File: src/design/clts_pkg.sv
`timescale 1ns / 1ps
`default_nettype none

package clts_pkg;

  localparam int KEYWORD_CHARS   = 5;
  localparam int LENGTH_BITS     = 16;
  localparam int LINE_BITS       = 16;
  localparam int PREFIX_IDX_BITS = $clog2(KEYWORD_CHARS);

  localparam int QUEUE_DEPTH      = 4;
  localparam int QUEUE_IDX_BITS   = $clog2(QUEUE_DEPTH);
  localparam int QUEUE_COUNT_BITS = $clog2(QUEUE_DEPTH + 1);

  typedef logic [4:0] kind_t;

  localparam kind_t KIND_EOF    = 5'd0;
  localparam kind_t KIND_AND    = 5'd1;
  localparam kind_t KIND_OR     = 5'd2;
  localparam kind_t KIND_EQ     = 5'd3;
  localparam kind_t KIND_NE     = 5'd4;
  localparam kind_t KIND_LE     = 5'd5;
  localparam kind_t KIND_GE     = 5'd6;
  localparam kind_t KIND_ID     = 5'd7;
  localparam kind_t KIND_NUM    = 5'd8;
  localparam kind_t KIND_TYPE   = 5'd9;
  localparam kind_t KIND_IF     = 5'd10;
  localparam kind_t KIND_ELSE   = 5'd11;
  localparam kind_t KIND_WHILE  = 5'd12;
  localparam kind_t KIND_BREAK  = 5'd13;
  localparam kind_t KIND_TRUE   = 5'd14;
  localparam kind_t KIND_FALSE  = 5'd15;
  localparam kind_t KIND_SINGLE = 5'd16;

  typedef struct packed {
    logic [7:0] source_byte;
    logic       end_of_input;
  } in_word_t;

  typedef struct packed {
    kind_t                  token_kind;
    logic [7:0]             token_char;
    logic [LENGTH_BITS-1:0] token_length;
    logic [LINE_BITS-1:0]   token_line;
    logic                   last_of_run;
  } out_word_t;

  // Tokens raised by one input word, oldest in tok_a.
  typedef struct packed {
    logic [1:0] count;
    out_word_t  tok_a;
    out_word_t  tok_b;
  } push_t;

endpackage

`default_nettype wire

File: src/design/clts_step.sv
`timescale 1ns / 1ps
`default_nettype none

module clts_step (
  input  wire logic                             clk,
  input  wire logic                             rst,
  input  wire logic                             fire,
  input  wire clts_pkg::in_word_t               word,
  input  wire logic                             cfg_write,
  input  wire logic [clts_pkg::LINE_BITS-1:0]   cfg_data,
  output clts_pkg::push_t                       push
);

  typedef enum logic [5:0] {
    MODE_IDLE     = 6'b000001,
    MODE_OP       = 6'b000010,
    MODE_NUM_INT  = 6'b000100,
    MODE_NUM_FRAC = 6'b001000,
    MODE_ID_ALPHA = 6'b010000,
    MODE_ID_DIGIT = 6'b100000
  } mode_t;

  typedef logic [0:clts_pkg::KEYWORD_CHARS-1][7:0] prefix_t;
  typedef logic [8*clts_pkg::KEYWORD_CHARS-1:0]    text_t;

  localparam logic [clts_pkg::LENGTH_BITS-1:0] LEN_MAX  = '1;
  localparam logic [clts_pkg::LINE_BITS-1:0]   LINE_MAX = '1;

  mode_t                            mode,       mode_next;
  prefix_t                          prefix,     prefix_next;
  logic [clts_pkg::LENGTH_BITS-1:0] plen,       plen_next;
  logic [7:0]                       first_byte, first_byte_next;
  logic [clts_pkg::LINE_BITS-1:0]   line,       line_next;
  logic                             ended,      ended_next;

  // Left-align the keyword so unused trailing bytes read as zero, as the prefix does.
  function automatic logic is_word(prefix_t p, logic [clts_pkg::LENGTH_BITS-1:0] n,
                                   text_t text, int len);
    text_t aligned;
    aligned = text << (8 * (clts_pkg::KEYWORD_CHARS - len));
    return (n == clts_pkg::LENGTH_BITS'(len)) && (p == aligned);
  endfunction

  function automatic clts_pkg::kind_t classify(prefix_t p,
                                               logic [clts_pkg::LENGTH_BITS-1:0] n);
    clts_pkg::kind_t k;
    k = clts_pkg::KIND_ID;
    if (is_word(p, n, text_t'("int"), 3) || is_word(p, n, text_t'("float"), 5) ||
        is_word(p, n, text_t'("bool"), 4))
      k = clts_pkg::KIND_TYPE;
    else if (is_word(p, n, text_t'("if"), 2))    k = clts_pkg::KIND_IF;
    else if (is_word(p, n, text_t'("else"), 4))  k = clts_pkg::KIND_ELSE;
    else if (is_word(p, n, text_t'("while"), 5)) k = clts_pkg::KIND_WHILE;
    else if (is_word(p, n, text_t'("break"), 5)) k = clts_pkg::KIND_BREAK;
    else if (is_word(p, n, text_t'("true"), 4))  k = clts_pkg::KIND_TRUE;
    else if (is_word(p, n, text_t'("false"), 5)) k = clts_pkg::KIND_FALSE;
    return k;
  endfunction

  function automatic clts_pkg::out_word_t make_tok(clts_pkg::kind_t k, logic [7:0] ch,
                                                   logic [clts_pkg::LENGTH_BITS-1:0] n,
                                                   logic [clts_pkg::LINE_BITS-1:0] ln);
    clts_pkg::out_word_t t;
    t.token_kind   = k;
    t.token_char   = ch;
    t.token_length = n;
    t.token_line   = ln;
    t.last_of_run  = 1'b0;
    return t;
  endfunction

  logic [7:0]          c;
  logic                is_digit, is_alpha, is_space, is_op;
  clts_pkg::kind_t     pair, flush_kind;
  clts_pkg::out_word_t flush_tok, eof_tok, single_tok;
  logic                ext_ok;

  always_comb begin
    c        = word.source_byte;
    is_digit = (c >= "0") && (c <= "9");
    is_alpha = ((c >= "a") && (c <= "z")) || ((c >= "A") && (c <= "Z")) || (c == "_");
    is_space = (c == " ") || ((c >= 8'd9) && (c <= 8'd13));
    is_op    = (c == "&") || (c == "|") || (c == "=") || (c == "!") || (c == "<") ||
               (c == ">");

    pair = clts_pkg::KIND_EOF;
    if ((first_byte == "&") && (c == "&"))      pair = clts_pkg::KIND_AND;
    else if ((first_byte == "|") && (c == "|")) pair = clts_pkg::KIND_OR;
    else if (c == "=") begin
      if (first_byte == "=")      pair = clts_pkg::KIND_EQ;
      else if (first_byte == "!") pair = clts_pkg::KIND_NE;
      else if (first_byte == "<") pair = clts_pkg::KIND_LE;
      else if (first_byte == ">") pair = clts_pkg::KIND_GE;
    end

    case (mode)
      MODE_OP:       flush_kind = clts_pkg::KIND_SINGLE;
      MODE_NUM_INT,
      MODE_NUM_FRAC: flush_kind = clts_pkg::KIND_NUM;
      default:       flush_kind = classify(prefix, plen);
    endcase
    flush_tok  = make_tok(flush_kind, first_byte,
                          (mode == MODE_OP) ? clts_pkg::LENGTH_BITS'(1) : plen, line);
    eof_tok    = make_tok(clts_pkg::KIND_EOF, 8'd0, '0, line);
    single_tok = make_tok(clts_pkg::KIND_SINGLE, c, clts_pkg::LENGTH_BITS'(1), line);

    case (mode)
      MODE_OP:       ext_ok = (pair != clts_pkg::KIND_EOF);
      MODE_NUM_INT:  ext_ok = is_digit || (c == ".");
      MODE_NUM_FRAC,
      MODE_ID_DIGIT: ext_ok = is_digit;
      MODE_ID_ALPHA: ext_ok = is_alpha || is_digit;
      default:       ext_ok = 1'b0;
    endcase

    mode_next       = mode;
    prefix_next     = prefix;
    plen_next       = plen;
    first_byte_next = first_byte;
    line_next       = line;
    ended_next      = ended;
    push            = '0;

    if (ended) begin
      push.tok_a = eof_tok;
      push.count = 2'd1;
    end else if (word.end_of_input) begin
      if (mode != MODE_IDLE) begin
        push.tok_a = flush_tok;
        push.tok_b = eof_tok;
        push.count = 2'd2;
      end else begin
        push.tok_a = eof_tok;
        push.count = 2'd1;
      end
      mode_next  = MODE_IDLE;
      plen_next  = '0;
      ended_next = 1'b1;
    end else if (ext_ok) begin
      if (mode == MODE_OP) begin
        push.tok_a = make_tok(pair, first_byte, clts_pkg::LENGTH_BITS'(2), line);
        push.count = 2'd1;
        mode_next  = MODE_IDLE;
        plen_next  = '0;
      end else begin
        if (plen < clts_pkg::LENGTH_BITS'(clts_pkg::KEYWORD_CHARS))
          prefix_next[plen[clts_pkg::PREFIX_IDX_BITS-1:0]] = c;
        if (plen != LEN_MAX)
          plen_next = plen + 1'b1;
        if ((mode == MODE_NUM_INT) && (c == "."))
          mode_next = MODE_NUM_FRAC;
        else if ((mode == MODE_ID_ALPHA) && is_digit)
          mode_next = MODE_ID_DIGIT;
      end
    end else begin
      // Close the pending token, then scan this byte afresh.
      if (mode != MODE_IDLE) begin
        push.tok_a = flush_tok;
        push.count = 2'd1;
        mode_next  = MODE_IDLE;
        plen_next  = '0;
      end
      if (is_space) begin
        if ((c == 8'h0A) && (line != LINE_MAX))
          line_next = line + 1'b1;
      end else if (is_op || is_digit || is_alpha) begin
        prefix_next     = '0;
        prefix_next[0]  = c;
        plen_next       = clts_pkg::LENGTH_BITS'(1);
        first_byte_next = c;
        if (is_op)         mode_next = MODE_OP;
        else if (is_digit) mode_next = MODE_NUM_INT;
        else               mode_next = MODE_ID_ALPHA;
      end else if (push.count == 2'd0) begin
        push.tok_a = single_tok;
        push.count = 2'd1;
      end else begin
        push.tok_b = single_tok;
        push.count = 2'd2;
      end
    end

    if (push.count == 2'd1) push.tok_a.last_of_run = 1'b1;
    if (push.count == 2'd2) push.tok_b.last_of_run = 1'b1;
    if (!fire) push.count = 2'd0;
  end

  always_ff @(posedge clk) begin
    if (rst) begin
      mode       <= MODE_IDLE;
      prefix     <= '0;
      plen       <= '0;
      first_byte <= '0;
      line       <= '0;
      ended      <= 1'b0;
    end else begin
      if (fire) begin
        mode       <= mode_next;
        prefix     <= prefix_next;
        plen       <= plen_next;
        first_byte <= first_byte_next;
        ended      <= ended_next;
      end
      if (cfg_write)
        line <= cfg_data;
      else if (fire)
        line <= line_next;
    end
  end

endmodule

`default_nettype wire

File: src/design/clts_out_queue.sv
`timescale 1ns / 1ps
`default_nettype none

module clts_out_queue (
  input  wire logic                clk,
  input  wire logic                rst,
  input  wire clts_pkg::push_t     push,
  input  wire logic                pop,
  output clts_pkg::out_word_t      head_word,
  output logic                     not_empty,
  output logic                     can_push
);

  typedef logic [clts_pkg::QUEUE_IDX_BITS-1:0]   idx_t;
  typedef logic [clts_pkg::QUEUE_COUNT_BITS-1:0] cnt_t;

  clts_pkg::out_word_t entries [clts_pkg::QUEUE_DEPTH];
  idx_t head, tail;
  cnt_t count;

  function automatic idx_t wrap_inc(idx_t i);
    return (i == idx_t'(clts_pkg::QUEUE_DEPTH - 1)) ? '0 : i + 1'b1;
  endfunction

  assign head_word = entries[head];
  assign not_empty = (count != '0);
  assign can_push  = (count <= cnt_t'(clts_pkg::QUEUE_DEPTH - 2));

  always_ff @(posedge clk) begin
    if (push.count != 2'd0)
      entries[tail] <= push.tok_a;
    if (push.count == 2'd2)
      entries[wrap_inc(tail)] <= push.tok_b;
  end

  always_ff @(posedge clk) begin
    if (rst) begin
      head  <= '0;
      tail  <= '0;
      count <= '0;
    end else begin
      if (pop)
        head <= wrap_inc(head);
      if (push.count == 2'd1)
        tail <= wrap_inc(tail);
      else if (push.count == 2'd2)
        tail <= wrap_inc(wrap_inc(tail));
      count <= count + cnt_t'(push.count) - cnt_t'(pop);
    end
  end

endmodule

`default_nettype wire

File: src/design/c_like_token_scanner_core.sv
// Byte-serial scanner for a small C-like language. Each input word carries one
// source byte or an end-of-input mark; each output word is one token (kind,
// first byte, length, line, and a flag on the last token raised by that input
// word). The block takes one input word per clock unless in_stall is high: the
// word is registered, and the scan logic turns it combinationally into zero,
// one or two tokens that it pushes into a four-entry result queue, so a token
// passes the input register and then the queue on its way to the output. The
// output drains one token a clock while out_stall is low, so the output port
// sets the sustained rate: one word a cycle while no word raises two tokens.
// Write cfg_data with cfg_write only while the block is idle; it loads the line
// counter directly.
`timescale 1ns / 1ps
`default_nettype none

module c_like_token_scanner_core (
  input  wire logic                             clk,
  input  wire logic                             rst,
  input  wire logic                             in_valid,
  output logic                                  in_stall,
  input  wire clts_pkg::in_word_t               in_word,
  output logic                                  out_valid,
  input  wire logic                             out_stall,
  output clts_pkg::out_word_t                   out_word,
  input  wire logic                             cfg_write,
  input  wire logic [clts_pkg::LINE_BITS-1:0]   cfg_data
);

  // Input register: holds the accepted word until the queue has room for
  // the two tokens it may raise.
  logic               in_reg_valid;
  clts_pkg::in_word_t in_reg;

  logic            can_push;
  logic            fire;
  clts_pkg::push_t push;

  assign fire     = in_reg_valid && can_push;
  assign in_stall = in_reg_valid && !can_push;

  always_ff @(posedge clk) begin
    if (rst) begin
      in_reg_valid <= 1'b0;
    end else if (!in_stall) begin
      in_reg_valid <= in_valid;
    end
  end

  // Payload only: load on accept, hold otherwise.
  always_ff @(posedge clk) begin
    if (in_valid && !in_stall)
      in_reg <= in_word;
  end

  // Scan state and token formation; advances only when the word is taken, apart from a cfg_write to the line counter.
  clts_step u_step (
    .clk       (clk),
    .rst       (rst),
    .fire      (fire),
    .word      (in_reg),
    .cfg_write (cfg_write),
    .cfg_data  (cfg_data),
    .push      (push)
  );

  // Result queue decouples the scanner from a stalled consumer.
  clts_out_queue u_queue (
    .clk       (clk),
    .rst       (rst),
    .push      (push),
    .pop       (out_valid && !out_stall),
    .head_word (out_word),
    .not_empty (out_valid),
    .can_push  (can_push)
  );

  // A full queue must have something to drain, else the scanner deadlocks.
  a_full_has_output: assert property (@(posedge clk) disable iff (rst)
    !can_push |-> out_valid)
    else $error("queue refuses words while empty");

  // End of input always raises at least the end-of-file token.
  a_eoi_emits: assert property (@(posedge clk) disable iff (rst)
    (fire && in_reg.end_of_input) |-> (push.count != 2'd0))
    else $error("end of input raised no token");

  // Out of reset: nothing to deliver and free to accept.
  a_reset_clean: assert property (@(posedge clk)
    $past(rst) |-> (!out_valid && !in_stall))
    else $error("state not cleared by reset");

endmodule

`default_nettype wire
File: config.mk
export PLATFORM = sky130hd
export DESIGN_NAME = c_like_token_scanner_core
export DESIGN_NICKNAME = d
export VERILOG_FILES = /design/src/design/clts_pkg.sv /design/src/design/clts_step.sv /design/src/design/clts_out_queue.sv /design/src/design/c_like_token_scanner_core.sv
export SDC_FILE = /design/constraint.sdc
export NUM_CORES = 1
export LEC_CHECK = 0
export ABC_AREA = 1
export BUFFER_PORTS_ARGS = -buffer_cell sky130_fd_sc_hd__buf_4
export CORE_MARGIN = 5
export CORE_UTILIZATION = 35
export CTS_CLUSTER_DIAMETER = 200
export DETAILED_ROUTE_END_ITERATION = 8
export PLACE_DENSITY_LB_ADDON = 0.08
export SLEW_MARGIN = 20
export SYNTH_ARGS = -nofsm -noshare
export SYNTH_HDL_FRONTEND = slang
export SYNTH_HIERARCHICAL = 1
export SYNTH_SLANG_ARGS = --single-unit
File: constraint.sdc
create_clock -name clk -period 4.9 [get_ports clk]
set_clock_uncertainty 0.1 [all_clocks]
set_input_delay 0 -clock clk [delete_from_list [all_inputs] [get_ports clk]]
set_output_delay 0 -clock clk [all_outputs]
set_load 0.02 [all_outputs]
Word level (Yosys, flattened, before mapping)
Memories as Yosys holds them, arrays and structs flattened. A register that Yosys moved wholly into a read port is not among the register bits.
Cells that the tools add are included.
{"block": "word_totals", "in_bits": 30, "n_memories": 1, "register_bits": 104, "word_cells": 231, "out_inout_bits": 48, "latch_bits": 0, "mem_bits_ro": 0, "ram_bits": 184}
{"name": "u_queue.entries", "words": 4, "width": 46, "read_ports": 1, "rd_clocked_by_memory_dff": 1, "write_ports": 2, "line": "clts_out_queue.sv:17", "text": "clts_pkg::out_word_t entries [clts_pkg::QUEUE_DEPTH];"}
{"block": "classes", "bitwise_logic": 5, "order_cmp": 12, "add_sub_neg": 7, "eq_ne": 52, "shift": 0, "n_mul": 0, "div_mod_pow": 0, "reduce_logical": 56, "mux": 82}
{"cell": "40-bit by 39-bit equality test with 1-bit output (second input constant)", "count": 9}
{"cell": "48-bit two-way mux", "count": 6}
{"cell": "94-bit two-way mux", "count": 3}
{"cell": "16-bit two-way mux", "count": 15}
{"cell": "40-bit two-way mux", "count": 5}
{"cell": "46-bit two-way mux", "count": 4}
{"cell": "8-bit by 6-bit equality test with 1-bit output (second input constant)", "count": 12}
{"cell": "47-bit two-way mux", "count": 2}
{"cell": "5-bit two-way mux", "count": 13}
{"cell": "6-bit two-way mux", "count": 9}
{"cell": "40-bit bitwise mux", "count": 1}
{"cell": "16-bit by 1-bit adder with 16-bit output (second input constant)", "count": 2}
{"cell": "16-bit by 2-bit equality test with 1-bit output (second input constant)", "count": 2}
{"cell": "16-bit by 3-bit equality test with 1-bit output (second input constant)", "count": 2}
{"cell": "16-bit inequality test (second input constant)", "count": 2}
{"cell": "8-bit demux with 3-bit select", "count": 1}
{"cell": "8-bit by 7-bit equality test with 1-bit output (second input constant)", "count": 3}
{"cell": "1-bit logical AND", "count": 23}
{"cell": "2-bit two-way mux", "count": 9}
{"cell": "17-bit two-way mux", "count": 1}
{"cell": "8-bit by 7-bit greater-or-equal comparator with 1-bit output (second input constant)", "count": 2}
{"cell": "8-bit by 7-bit <= comparator with 1-bit output (second input constant)", "count": 2}
{"cell": "16-bit by 3-bit less-than comparator with 1-bit output (second input constant)", "count": 1}
{"cell": "1-bit logical OR", "count": 14}
{"cell": "39 further kinds", "count": 71}

Depth between registers and ports, before layout
Gate-level depths: netlist of run 1.
{"block": "depth", "word_depth": 25, "mapped_depth": 24, "depth_no_buf": 24}

By module
The synthesis of run 1 kept the hierarchy.
{"mod": "clts_out_queue", "seq_area_each_um2": 5705.5, "area_per_inst_um2": 9434.0, "cells_each": 980, "n_inst": 1}
{"mod": "clts_step", "seq_area_each_um2": 1741.7, "area_per_inst_um2": 6697.7, "cells_each": 1110, "n_inst": 1}
{"mod": "c_like_token_scanner_core", "seq_area_each_um2": 290.3, "area_per_inst_um2": 334.1, "cells_each": 20, "n_inst": 1}

Least setup slack after synthesis of run 1
OpenSTA, ideal clock, no wires.
{"block": "synth_timing", "kind": "flip-flop to flip-flop", "start": "register in_reg[2] (netlist bit)", "end": "memory u_queue/entries[0][0] (netlist bit) (enable)", "n_path_buf": 1, "slack_ns": 0.031, "t_arrival_ns": 4.313, "setup_time_ns": 0.455, "path_stages_with_launch": 18, "synth_period_minus_slack_ns": 4.869, "required_ns": 4.345, "cell_sequence": "edfxtp_1 inv_2 buf_6 nand2_1 nor2_1 nand2_1 and3_1 nor2_2 nand2_2 inv_1 ha_1 nand2_1 nand2_1 nand2_1 a21oi_1 inv_1 ha_1 o21ai_1"}
{"item": "start: declaration", "line": "c_like_token_scanner_core.sv:31", "text": "clts_pkg::in_word_t in_reg;"}
{"item": "start signal: assignment", "line": "c_like_token_scanner_core.sv:51", "text": "in_reg <= in_word;"}
{"item": "end: declaration", "line": "clts_out_queue.sv:17"}

==> results.json, run 1 <==
{
  "start_util_pct": 35.4,
  "wirelength_mm": 51.4,
  "cts_tree": "yes",
  "synth_seq_area_share_pct": 47.0,
  "maxClockFrequency_mhz": 234,
  "synth_top_area_share_pct": 35.2,
  "synth.distinct_cells": 47,
  "grt_use_total_pct": 19.7,
  "hpwl_mm": 34.1,
  "maxCapViolations": 0,
  "synth_adder_area_share_pct": 1.64,
  "dp_slack_ns": 0.592,
  "rr_endpoint": "u_queue/entries[1][2]",
  "coreArea_um2": 46600,
  "netlist_area_um2": 16500,
  "synth_area_per_cell_um2": 7.80,
  "clkLatencyLatePin_ns": 0.55,
  "grt_setup_unrepaired": "no",
  "status": "finished, final reports clean",
  "ant_nets": 0,
  "area_growth_pct": 15.1,
  "routed_via_density": 5.17,
  "dp.cells": 2708,
  "r2r-start": "in_reg[2]",
  "drc": 0,
  "path_buf_inv": 4,
  "cts_root_buffer": "clkbuf_16",
  "numCtsBuffers": 36,
  "wl_per_cell_um": 18.3,
  "async_flop_share_pct": 0,
  "cts.sinks": 290,
  "largest_reg_flops": 184,
  "synth_top_family_by_area": "simple AND/OR/NAND/NOR gates",
  "top_register": "u_queue/entries",
  "synth_top_cell_by_area": "edfxtp_1",
  "p_leak_nw": 6.80,
  "min_from": "cfg_write",
  "min_to": "u_step/line[11]",
  "worstPathRequired_ns": 5.05,
  "port-buffer-count": 77,
  "finalWorstSetupSlack_ns": 0.630,
  "synth_edf_count": 193,
  "path_delay_family": "simple AND/OR/NAND/NOR gates",
  "synth.area.top_cells": "edfxtp_1 (35%), dfxtp_1 (12%), nand2_1 (9.8%), o21ai_1 (6.7%), nor2_1 (4.9%)",
  "synth_seq_cells": 290,
  "tightest_slew_ns": 1.12,
  "worstPathCellList": "inv_2 > nor2_1 > nand3_1 > nor2_1 > nand3b_1 > nor2_1 > nand2_2 > inv_1 > ha_1 > nand2_1 > nand2_1 > nand2_1 > a21oi_1 > inv_1 > ha_1 > o21ai_4 > buf_12",
  "post-cts-setup-buffer-count": 0,
  "largestRegisters": "u_queue/entries (184), u_step/prefix (40)",
  "antenna_found_initial": 0,
  "finalCoreUtilization_pct": 40.7,
  "overflow": 0,
  "io_pins": 78,
  "vdd_drop_max_uv": 251,
  "path_depth": 17,
  "setup_viol": 0,
  "die_y_um": 227,
  "grt_first_pass_wirelength_mm": 79.4,
  "via_count": 14544,
  "row_count": 79,
  "power_density_nw_per_um2": 435,
  "die-area_um2": 51500,
  "synth-compound-area-share_pct": 17.1,
  "critPathArrivalTime_ns": 4.42,
  "cts_htree_levels": 2,
  "cp_max_fo": 18,
  "start_kind": "flip-flop",
  "place.gp.congestion": 0.913,
  "endpoint_kind": "flip-flop",
  "drtIter0Drc": 1062,
  "grt_pass1_vias": 13504,
  "holdPathStages": 3,
  "ys_warn_count": 6,
  "max_stage_delay_ns": 0.71,
  "synth.area.mux_share_pct": 0,
  "slew_violations": 0,
  "grt_max_degree": 93,
  "clockBufferDepth": 3,
  "cpMaxStageDelayCell": "o21ai_4",
  "syn_inst": 2110,
  "synthSimpleGateAreaFrac_pct": 23.6,
  "fin_crit_ns": 4.27,
  "r2r_slack_ns": 0.63,
  "first_pass_iters": 5,
  "diodes": 0,
  "post-route-period-util_pct": 87.1,
  "synth.most_common_cell": "nand2_1",
  "finalHoldViolCount": 0,
  "reg2reg_depth": 17,
  "fin_setup_tns_ns": 0,
  "p_total_mw": 8.24,
  "finalNonFillerCells": 2814,
  "final_net_count": 2232,
  "holdCritPathClass": "in2reg",
  "die_w_um": 227,
  "max-slew-margin-rel_pct": 25.6,
  "drive_gt1_share_pct": 9.47,
  "synth_commonest_cells": "nand2_1 (429), o21ai_1 (220), nor2_1 (214)",
  "ys.flop_type": "edfxtp_1",
  "clk_pin_slew_worst_paths_ns": 0.06,
  "synth_xor_area_share_pct": 0.957,
  "path_class": "reg2reg"
}
==> stage by stage <==
| step | instance area, um2 | hold slack (ns) |
|---|---|---|
| detailed placement | 17400 | 0.0797 |
| global placement | 17400 | 0.0798 |
| finish | 19000 | 0.0380 |
| global route | 19000 | 0.0633 |
| floorplan | 16500 | -0.0333 |
| CTS | 19000 | 0.000350 |
==> where the power goes <==
part / internal (mW) / switching (mW)
Sequential: 3.00 / 0.121
Combinational: 0.809 / 1.79
Clock: 1.47 / 1.04
==> cell usage in the layout (no fill, tap or decap), types with 19 or more instances in the layout <==
cell type      Yosys  routed
edfxtp_1         193     193
dlygate4sd3_1      0      42
o21ai_1          220     216
buf_4             29     108
nor2_1           214     214
ha_1              20      20
nand3_1           84      84
o21ai_0          121     121
dfxtp_1           97      96
conb_1             1      19
inv_1            195     194
o22ai_1           56      56
nand4_1           59      59
clkbuf_16          0      36
nand2_1          429     425
a21oi_1          109     109
nor3_1            65      65
==> logic make-up after synthesis <==
kind of cell / after synthesis
adders and majority gates: 21
AOI/OAI and AO/OA: 532
buffers and inverters: 346
xor gates and xnor gates: 18
DFF: 290
and+or+nand+nor: 902
other: 1
==> layout make-up <==
| cell class | instances | area [um2] |
|---|---|---|
| inverter | 207 | 779 |
| clock inverter | 4 | 37.5 |
| tap | 607 | 759 |
| clock buffer | 60 | 1060 |
| timing repair buffer | 154 | 1310 |
| multi-input combinational | 1492 | 7260 |
| fill | 4771 | 27600 |
| sequential | 290 | 7740 |
==> metal layers <==
metal  GRT usage [%]  vias up  wire length, um
met3            4.18       75             3260
met1            26.9     6757            23100
met4            4.81        0             1200
li1                -     7317                -
met2            32.2      395            23800
met5               0        -                0
==> worst register-to-register path: stages (launching register included) <==
cell	delay [ns]
edfxtp_1	0.43
inv_2	0.13
nor2_1	0.16
nand3_1	0.09
nor2_1	0.15
nand3b_1	0.13
nor2_1	0.07
nand2_2	0.25
inv_1	0.20
ha_1	0.31
nand2_1	0.05
nand2_1	0.10
nand2_1	0.07
a21oi_1	0.28
inv_1	0.11
ha_1	0.36
o21ai_4	0.72
buf_12	0.26
==> worst max-delay path by stage <==
stage	from	endpoint	slack, ns
5_1_grt	in_reg[2]	u_queue/entries[1][35]	0.24
3_3_place_gp	in_reg[7]	u_queue/entries[1][7]	0.73
3_5_place_dp	in_reg[2]	u_queue/entries[1][7]	0.59
2_1_floorplan	in_reg[2]	u_queue/entries[0][0]	0.03
6_report	in_reg[2]	u_queue/entries[1][2]	0.63
4_1_cts	in_reg[2]	u_queue/entries[1][35]	0.58
==> what timing repair did <==
item                      CTS  global route
hold endpoints to repair   53             0
hold buffers               42             0
gates resized for setup     0             0
No activity file was read; power rests on OpenSTA's default activity.
==> run 2, diff against run 1 <==
CTS_BUF_LIST = sky130_fd_sc_hd__clkbuf_16   (was default)
SYNTH_HIERARCHICAL = default   (was 1)
==> run 2 against run 1 <==
  * Sequential share of layout area shrank 5.2 points
  * Core utilization grew 0.43 points
  * Combinational power grew 37%
  * Via count grew 14%
  * Synthesized cell count grew 11%
  * First-iteration DRC count grew 31%
  * Final cell count grew 8.1%
  * Sequential cell count is the same
  * Maximum frequency shrank 1.2%
  * Die area grew 1.9%
  * Count of clock-buffer cells in the layout shrank 22
  * Power grew 16%
  * Largest power group is now combinational logic
==> results.json, run 2 <==
{
  "status": "finished, final reports clean",
  "critPathArrivalTime_ns": 4.71,
  "fin_crit_ns": 4.32,
  "syn_inst": 2338,
  "top_register": "u_queue.entries",
  "clkPwrFrac_pct": 29.3,
  "power_density_nw_per_um2": 489,
  "grt_use_total_pct": 21.9,
  "routed_via_density": 5.44,
  "path_class": "reg2reg",
  "synth.area.top_cells": "edfxtp_1 (21%), dfxtp_1 (21%), nand2_1 (11%), nor2_1 (6.6%), nand3_1 (6.1%)",
  "tightest_slew_ns": 1.14,
  "endpoint_kind": "flip-flop",
  "synth.distinct_cells": 52,
  "drc": 0,
  "post-cts-setup-buffer-count": 0,
  "drive_gt1_share_pct": 10.0,
  "hpwl_mm": 39.1,
  "netlist_area_um2": 16800,
  "io_pins": 78,
  "post-route-period-util_pct": 88.2,
  "p_sw_mw": 3.78,
  "hold_slack_ns": 0.0734,
  "numCtsBuffers": 37,
  "ys_warn_count": 0,
  "drtIter0Drc": 1386,
  "grt_first_pass_wirelength_mm": 92.1,
  "dp.cells": 2909,
  "place.gp.congestion": 0.893,
  "place_area_um2": 17700,
  "cts_htree_levels": 2,
  "syn_nets": 2386,
  "cts_tree": "yes",
  "internal_power_mw": 5.80,
  "first_pass_iters": 7,
  "coreArea_um2": 47600,
  "final_net_count": 2445,
  "synth.most_common_cell": "nand2_1",
  "grt_setup_unrepaired": "no",
  "slew_violations": 0,
  "start_util_pct": 35.3,
  "die_w_um": 229,
  "row_count": 80,
  "fin_setup_tns_ns": 0,
  "sw_frac_of_total_pct": 39.5,
  "seqPwrFrac_pct": 33.6,
  "synth_edf_count": 117,
  "area_growth_pct": 16.7,
  "setup_viol": 0,
  "synth_commonest_cells": "nand2_1 (485), nor2_1 (296), nand3_1 (204)",
  "synth_top_area_share_pct": 20.9,
  "largestRegisters": "u_queue.entries (184), u_step.prefix (40)",
  "clk_pin_slew_worst_paths_ns": 0.05,
  "maxClockFrequency_mhz": 231,
  "fin_area_um2": 19600,
  "finalHoldViolCount": 0,
  "cts.repair.resized": 0,
  "wirelength_mm": 59.7,
  "holdCritPathClass": "in2reg",
  "seq_area_um2": 6980,
  "multiInputGateArea_um2": 8430,
  "most-common-layout-cells": "nand2_1 (481), nor2_1 (295), nand3_1 (204), o21ai_0 (190), dfxtp_1 (172)",
  "cp_max_fo": 10,
  "finalNonFillerCells": 3041,
  "die_y_um": 229,
  "ys.flop_type": "dfxtp_1",
  "largest_reg_flops": 184,
  "synth_seq_cells": 290,
  "start_kind": "flip-flop",
  "die-area_um2": 52500,
  "mostFrequentLayoutCell": "nand2_1",
  "p_leak_nw": 7.81,
  "wl_per_cell_um": 19.6,
  "max-slew-margin-rel_pct": 23.2,
  "overflow": 0,
  "clockBufferDepth": 3,
  "cts_hold_buffers": 64,
  "finalCoreUtilization_pct": 41.1,
  "grt_pass1_vias": 15539,
  "vdd_drop_max_uv": 293,
  "via_count": 16533,
  "maxCapViolations": 0,
  "grt_max_degree": 123,
  "n_fill_cell": 4954,
  "synth_seq_area_share_pct": 41.5,
  "combPwrFrac_pct": 37.0,
  "clkLatencyLatePin_ns": 0.57,
  "cts_root_buffer": "clkbuf_16",
  "ant_nets": 0,
  "diodes": 0,
  "worstPathRequired_ns": 5.28,
  "synth_top_cell_by_area": "edfxtp_1",
  "port-buffer-count": 77,
  "synth_area_per_cell_um2": 7.18,
  "cts.sinks": 290,
  "async_flop_share_pct": 0,
  "antenna_found_initial": 0
}
run 2: worst max-delay path, stage by stage (launching register included):
cell	delay, ns
edfxtp_1	0.57
nor2_1	0.48
inv_1	0.37
nor4_1	0.66
o21ai_1	0.23
nor2_2	0.42
a22oi_1	0.11
dlygate4sd3_1	0.58
a21oi_1	0.14
dlygate4sd3_1	0.58
run 2: kinds of logic after synthesis:
family	Yosys count	share of synthesized area, %
AO/OA/AOI/OAI	554	18.3
XOR/XNOR	19	0.991
adder cells (fa/ha/maj)	18	1.39
buffers and inverters	325	8.36
flip-flops	290	41.5
AND/OR/NAND/NOR	1132	29.5
run 2: power groups by stage:
stage | combinational, mW | clock [mW] | sequential [mW]
after floorplan | 2.35 | 0 | 3.19
after global placement | 3.50 | 0 | 3.26
after detailed placement | 3.51 | 0 | 3.27
after CTS | 3.57 | 2.88 | 3.22
after global routing | 3.92 | 2.98 | 3.27
final | 3.55 | 2.81 | 3.22
run 2: metal layers:
metal / track usage, % / wire length [um] / up-vias
met4: 6.20 / 1390 / 0
met2: 34.4 / 26700 / 527
met3: 3.01 / 3880 / 83
met5: 0 / 0 / -
met1: 31.6 / 27800 / 7807
li1: - / - / 8116
run 2: worst paths after layout:
kind | start | to | slack [ns] | cells after the start
worst min-delay path | in_word[3] | in_reg[3] | 0.07 | 2
worst min register to register | u_step.prefix[39] | u_step.prefix[39] | 0.35 | 2
worst max register to register | in_reg[0] | u_step.line[11] | 0.58 | 9
worst max-delay path | in_reg[0] | u_step.line[11] | 0.58 | 9
run 2: metrics by stage:
step / setup slack [ns] / power (mW)
floorplan: 0.962 / 5.54
global placement: 0.895 / 6.76
detailed placement: 0.849 / 6.78
CTS: 0.652 / 9.67
global route: 0.415 / 10.2
finish: 0.576 / 9.58
run 2: cell type report:
| cell class | instances | share of cell area (%) |
|---|---|---|
| Clock buffer | 38 | 4.85 |
| Clock inverter | 30 | 1.51 |
| Inverter | 164 | 3.16 |
| Multi-Input combinational cell | 1723 | 43.0 |
| Sequential cell | 290 | 35.6 |
| Tap cell | 615 | 3.93 |
| Timing Repair Buffer | 181 | 7.96 |
==> run 3, diff against run 2 <==
clock period = 5.4 ns   (was 4.9 ns; I/O delays follow)
==> run 3 against run 2 <==
  * Via count increased by 0.45%
  * Power is 12% lower
  * Critical endpoint is now u_step.line[2]
  * Combinational power is 10% lower
  * Sequential share of layout area is 0.35 points higher
  * Die area stayed put
  * Register-to-register slack improved by 0.54 ns
  * Non-clock buffer count fell by 5
==> results.json, run 3 (synthesis results as in run 2) <==
{
  "ant_nets": 0,
  "hpwl_mm": 40.4,
  "maxCapViolations": 0,
  "cts.sinks": 290,
  "die_y_um": 229,
  "diodes": 0,
  "place_area_um2": 17600,
  "place.gp.congestion": 0.933,
  "cts_htree_levels": 2,
  "clkPwrFrac_pct": 27.5,
  "max-slew-margin-rel_pct": 25.8,
  "die_w_um": 229,
  "coreArea_um2": 47600,
  "fin_area_um2": 19400,
  "fin_crit_ns": 4.29,
  "numCtsBuffers": 37,
  "path_class": "reg2reg",
  "p_sw_mw": 3.41,
  "holdCritPathClass": "in2reg",
  "dp_slack_ns": 1.42,
  "sw_frac_of_total_pct": 40.4,
  "wl_per_cell_um": 19.7,
  "port-buffer-count": 77,
  "combPwrFrac_pct": 37.7,
  "largest_reg_flops": 184,
  "drive_gt1_share_pct": 9.43,
  "most-common-layout-cells": "nand2_1 (481), nor2_1 (295), nand3_1 (204), o21ai_0 (189), dfxtp_1 (172)",
  "antenna_found_initial": 0,
  "start_util_pct": 35.3,
  "grt_use_total_pct": 22.0,
  "post-route-period-util_pct": 79.4,
  "maxClockFrequency_mhz": 233,
  "internal_power_mw": 5.03,
  "via_count": 16608,
  "tightest_slew_ns": 1.10,
  "worstPathRequired_ns": 5.79,
  "grt_setup_unrepaired": "no",
  "status": "finished, final reports clean",
  "start_kind": "flip-flop",
  "cts_tree": "yes",
  "power_density_nw_per_um2": 435,
  "mostFrequentLayoutCell": "nand2_1",
  "grt_first_pass_wirelength_mm": 92.6,
  "drc": 0,
  "clkLatencyLatePin_ns": 0.56,
  "endpoint_kind": "flip-flop",
  "drtIter0Drc": 1593,
  "seqPwrFrac_pct": 34.8,
  "top_register": "u_queue.entries",
  "p_leak_nw": 7.73,
  "clk_pin_slew_worst_paths_ns": 0.06,
  "routed_via_density": 5.47,
  "final_net_count": 2440,
  "die-area_um2": 52500,
  "wirelength_mm": 59.7,
  "cts_root_buffer": "clkbuf_16",
  "critPathArrivalTime_ns": 4.68,
  "finalHoldViolCount": 0,
  "finalWorstSetupSlack_ns": 1.11,
  "vdd_drop_max_uv": 181,
  "io_pins": 78,
  "cp_max_fo": 10,
  "row_count": 80,
  "n_fill_cell": 4998,
  "overflow": 0,
  "first_pass_iters": 6,
  "clockBufferDepth": 3,
  "area_growth_pct": 15.6,
  "grt_max_degree": 96,
  "fin_setup_tns_ns": 0,
  "finalCoreUtilization_pct": 40.7,
  "largestRegisters": "u_queue.entries (184), u_step.prefix (40)",
  "grt_pass1_vias": 15406,
  "setup_viol": 0,
  "slew_violations": 0
}
[run 3: changes by cell type in the layout (fill, tap and decap cells not counted), sizes merged]
cell    previous run  this run
buf              117       112
clkinv            20        19
bufinv             5         0
clkbuf            38        39
inv              167       170
[run 3: through the flow]
step / hold WS [ns] / std cells / power, mW
floorplan: -0.00113 / 2338 / 5.03
global placement: 0.0780 / 2904 / 6.13
detailed placement: 0.0795 / 2904 / 6.13
CTS: 0.0343 / 3034 / 8.52
global route: 0.0618 / 3034 / 8.98
finish: 0.0680 / 3034 / 8.44
[run 3: per-layer routing]
layer	vias to the layer above	global-route usage [%]	share of wire, %
met5	-	0	0
met4	0	6.24	2.4
met3	90	3.43	6.7
met2	583	33.2	43
met1	7832	32.7	47
li1	8103	-	-
[run 3: area by class of cell]
cell class                      count  area (um2)  share of cell area [%]
Tap cell                          615         769                    3.96
Multi-Input combinational cell   1723        8430                    43.4
Sequential cell                   290        6980                    35.9
Timing Repair Buffer              176        1490                    7.70
Clock inverter                     27         148                   0.761
Clock buffer                       39         976                    5.03
Inverter                          164         619                    3.19
[run 3: what timing repair did]
action	4_1_cts	5_1_grt
resized for setup	0	0
hold buffers	64	0
endpoints found under the hold margin	84	0
buffers inserted	0	0
[run 3: power groups by stage]
stage | Sequential (mW) | Combinational [mW] | Clock, mW
2_1_floorplan | 2.89 | 2.13 | 0
5_1_grt | 2.98 | 3.53 | 2.47
4_1_cts | 2.93 | 3.20 | 2.38
6_report | 2.93 | 3.18 | 2.32
3_5_place_dp | 2.97 | 3.16 | 0
3_3_place_gp | 2.97 | 3.16 | 0
[run 3: worst paths after layout]
kind         cells past startpoint                 to  slack [ns]               from
max                              9     u_step.line[2]        1.11          in_reg[0]
min                              2          in_reg[7]        0.07         in_word[7]
max reg2reg                      9     u_step.line[2]        1.11          in_reg[0]
min reg2reg                      2  u_step.prefix[39]        0.34  u_step.prefix[39]
[run 3: critical path: stages (launching register included)]
cell,delay (ns)
edfxtp_1,0.56
nor2_1,0.51
inv_1,0.38
nor4_1,0.61
o21ai_1,0.22
nor2_2,0.43
a22oi_1,0.14
dlygate4sd3_1,0.61
a21oi_1,0.12
dlygate4sd3_1,0.56
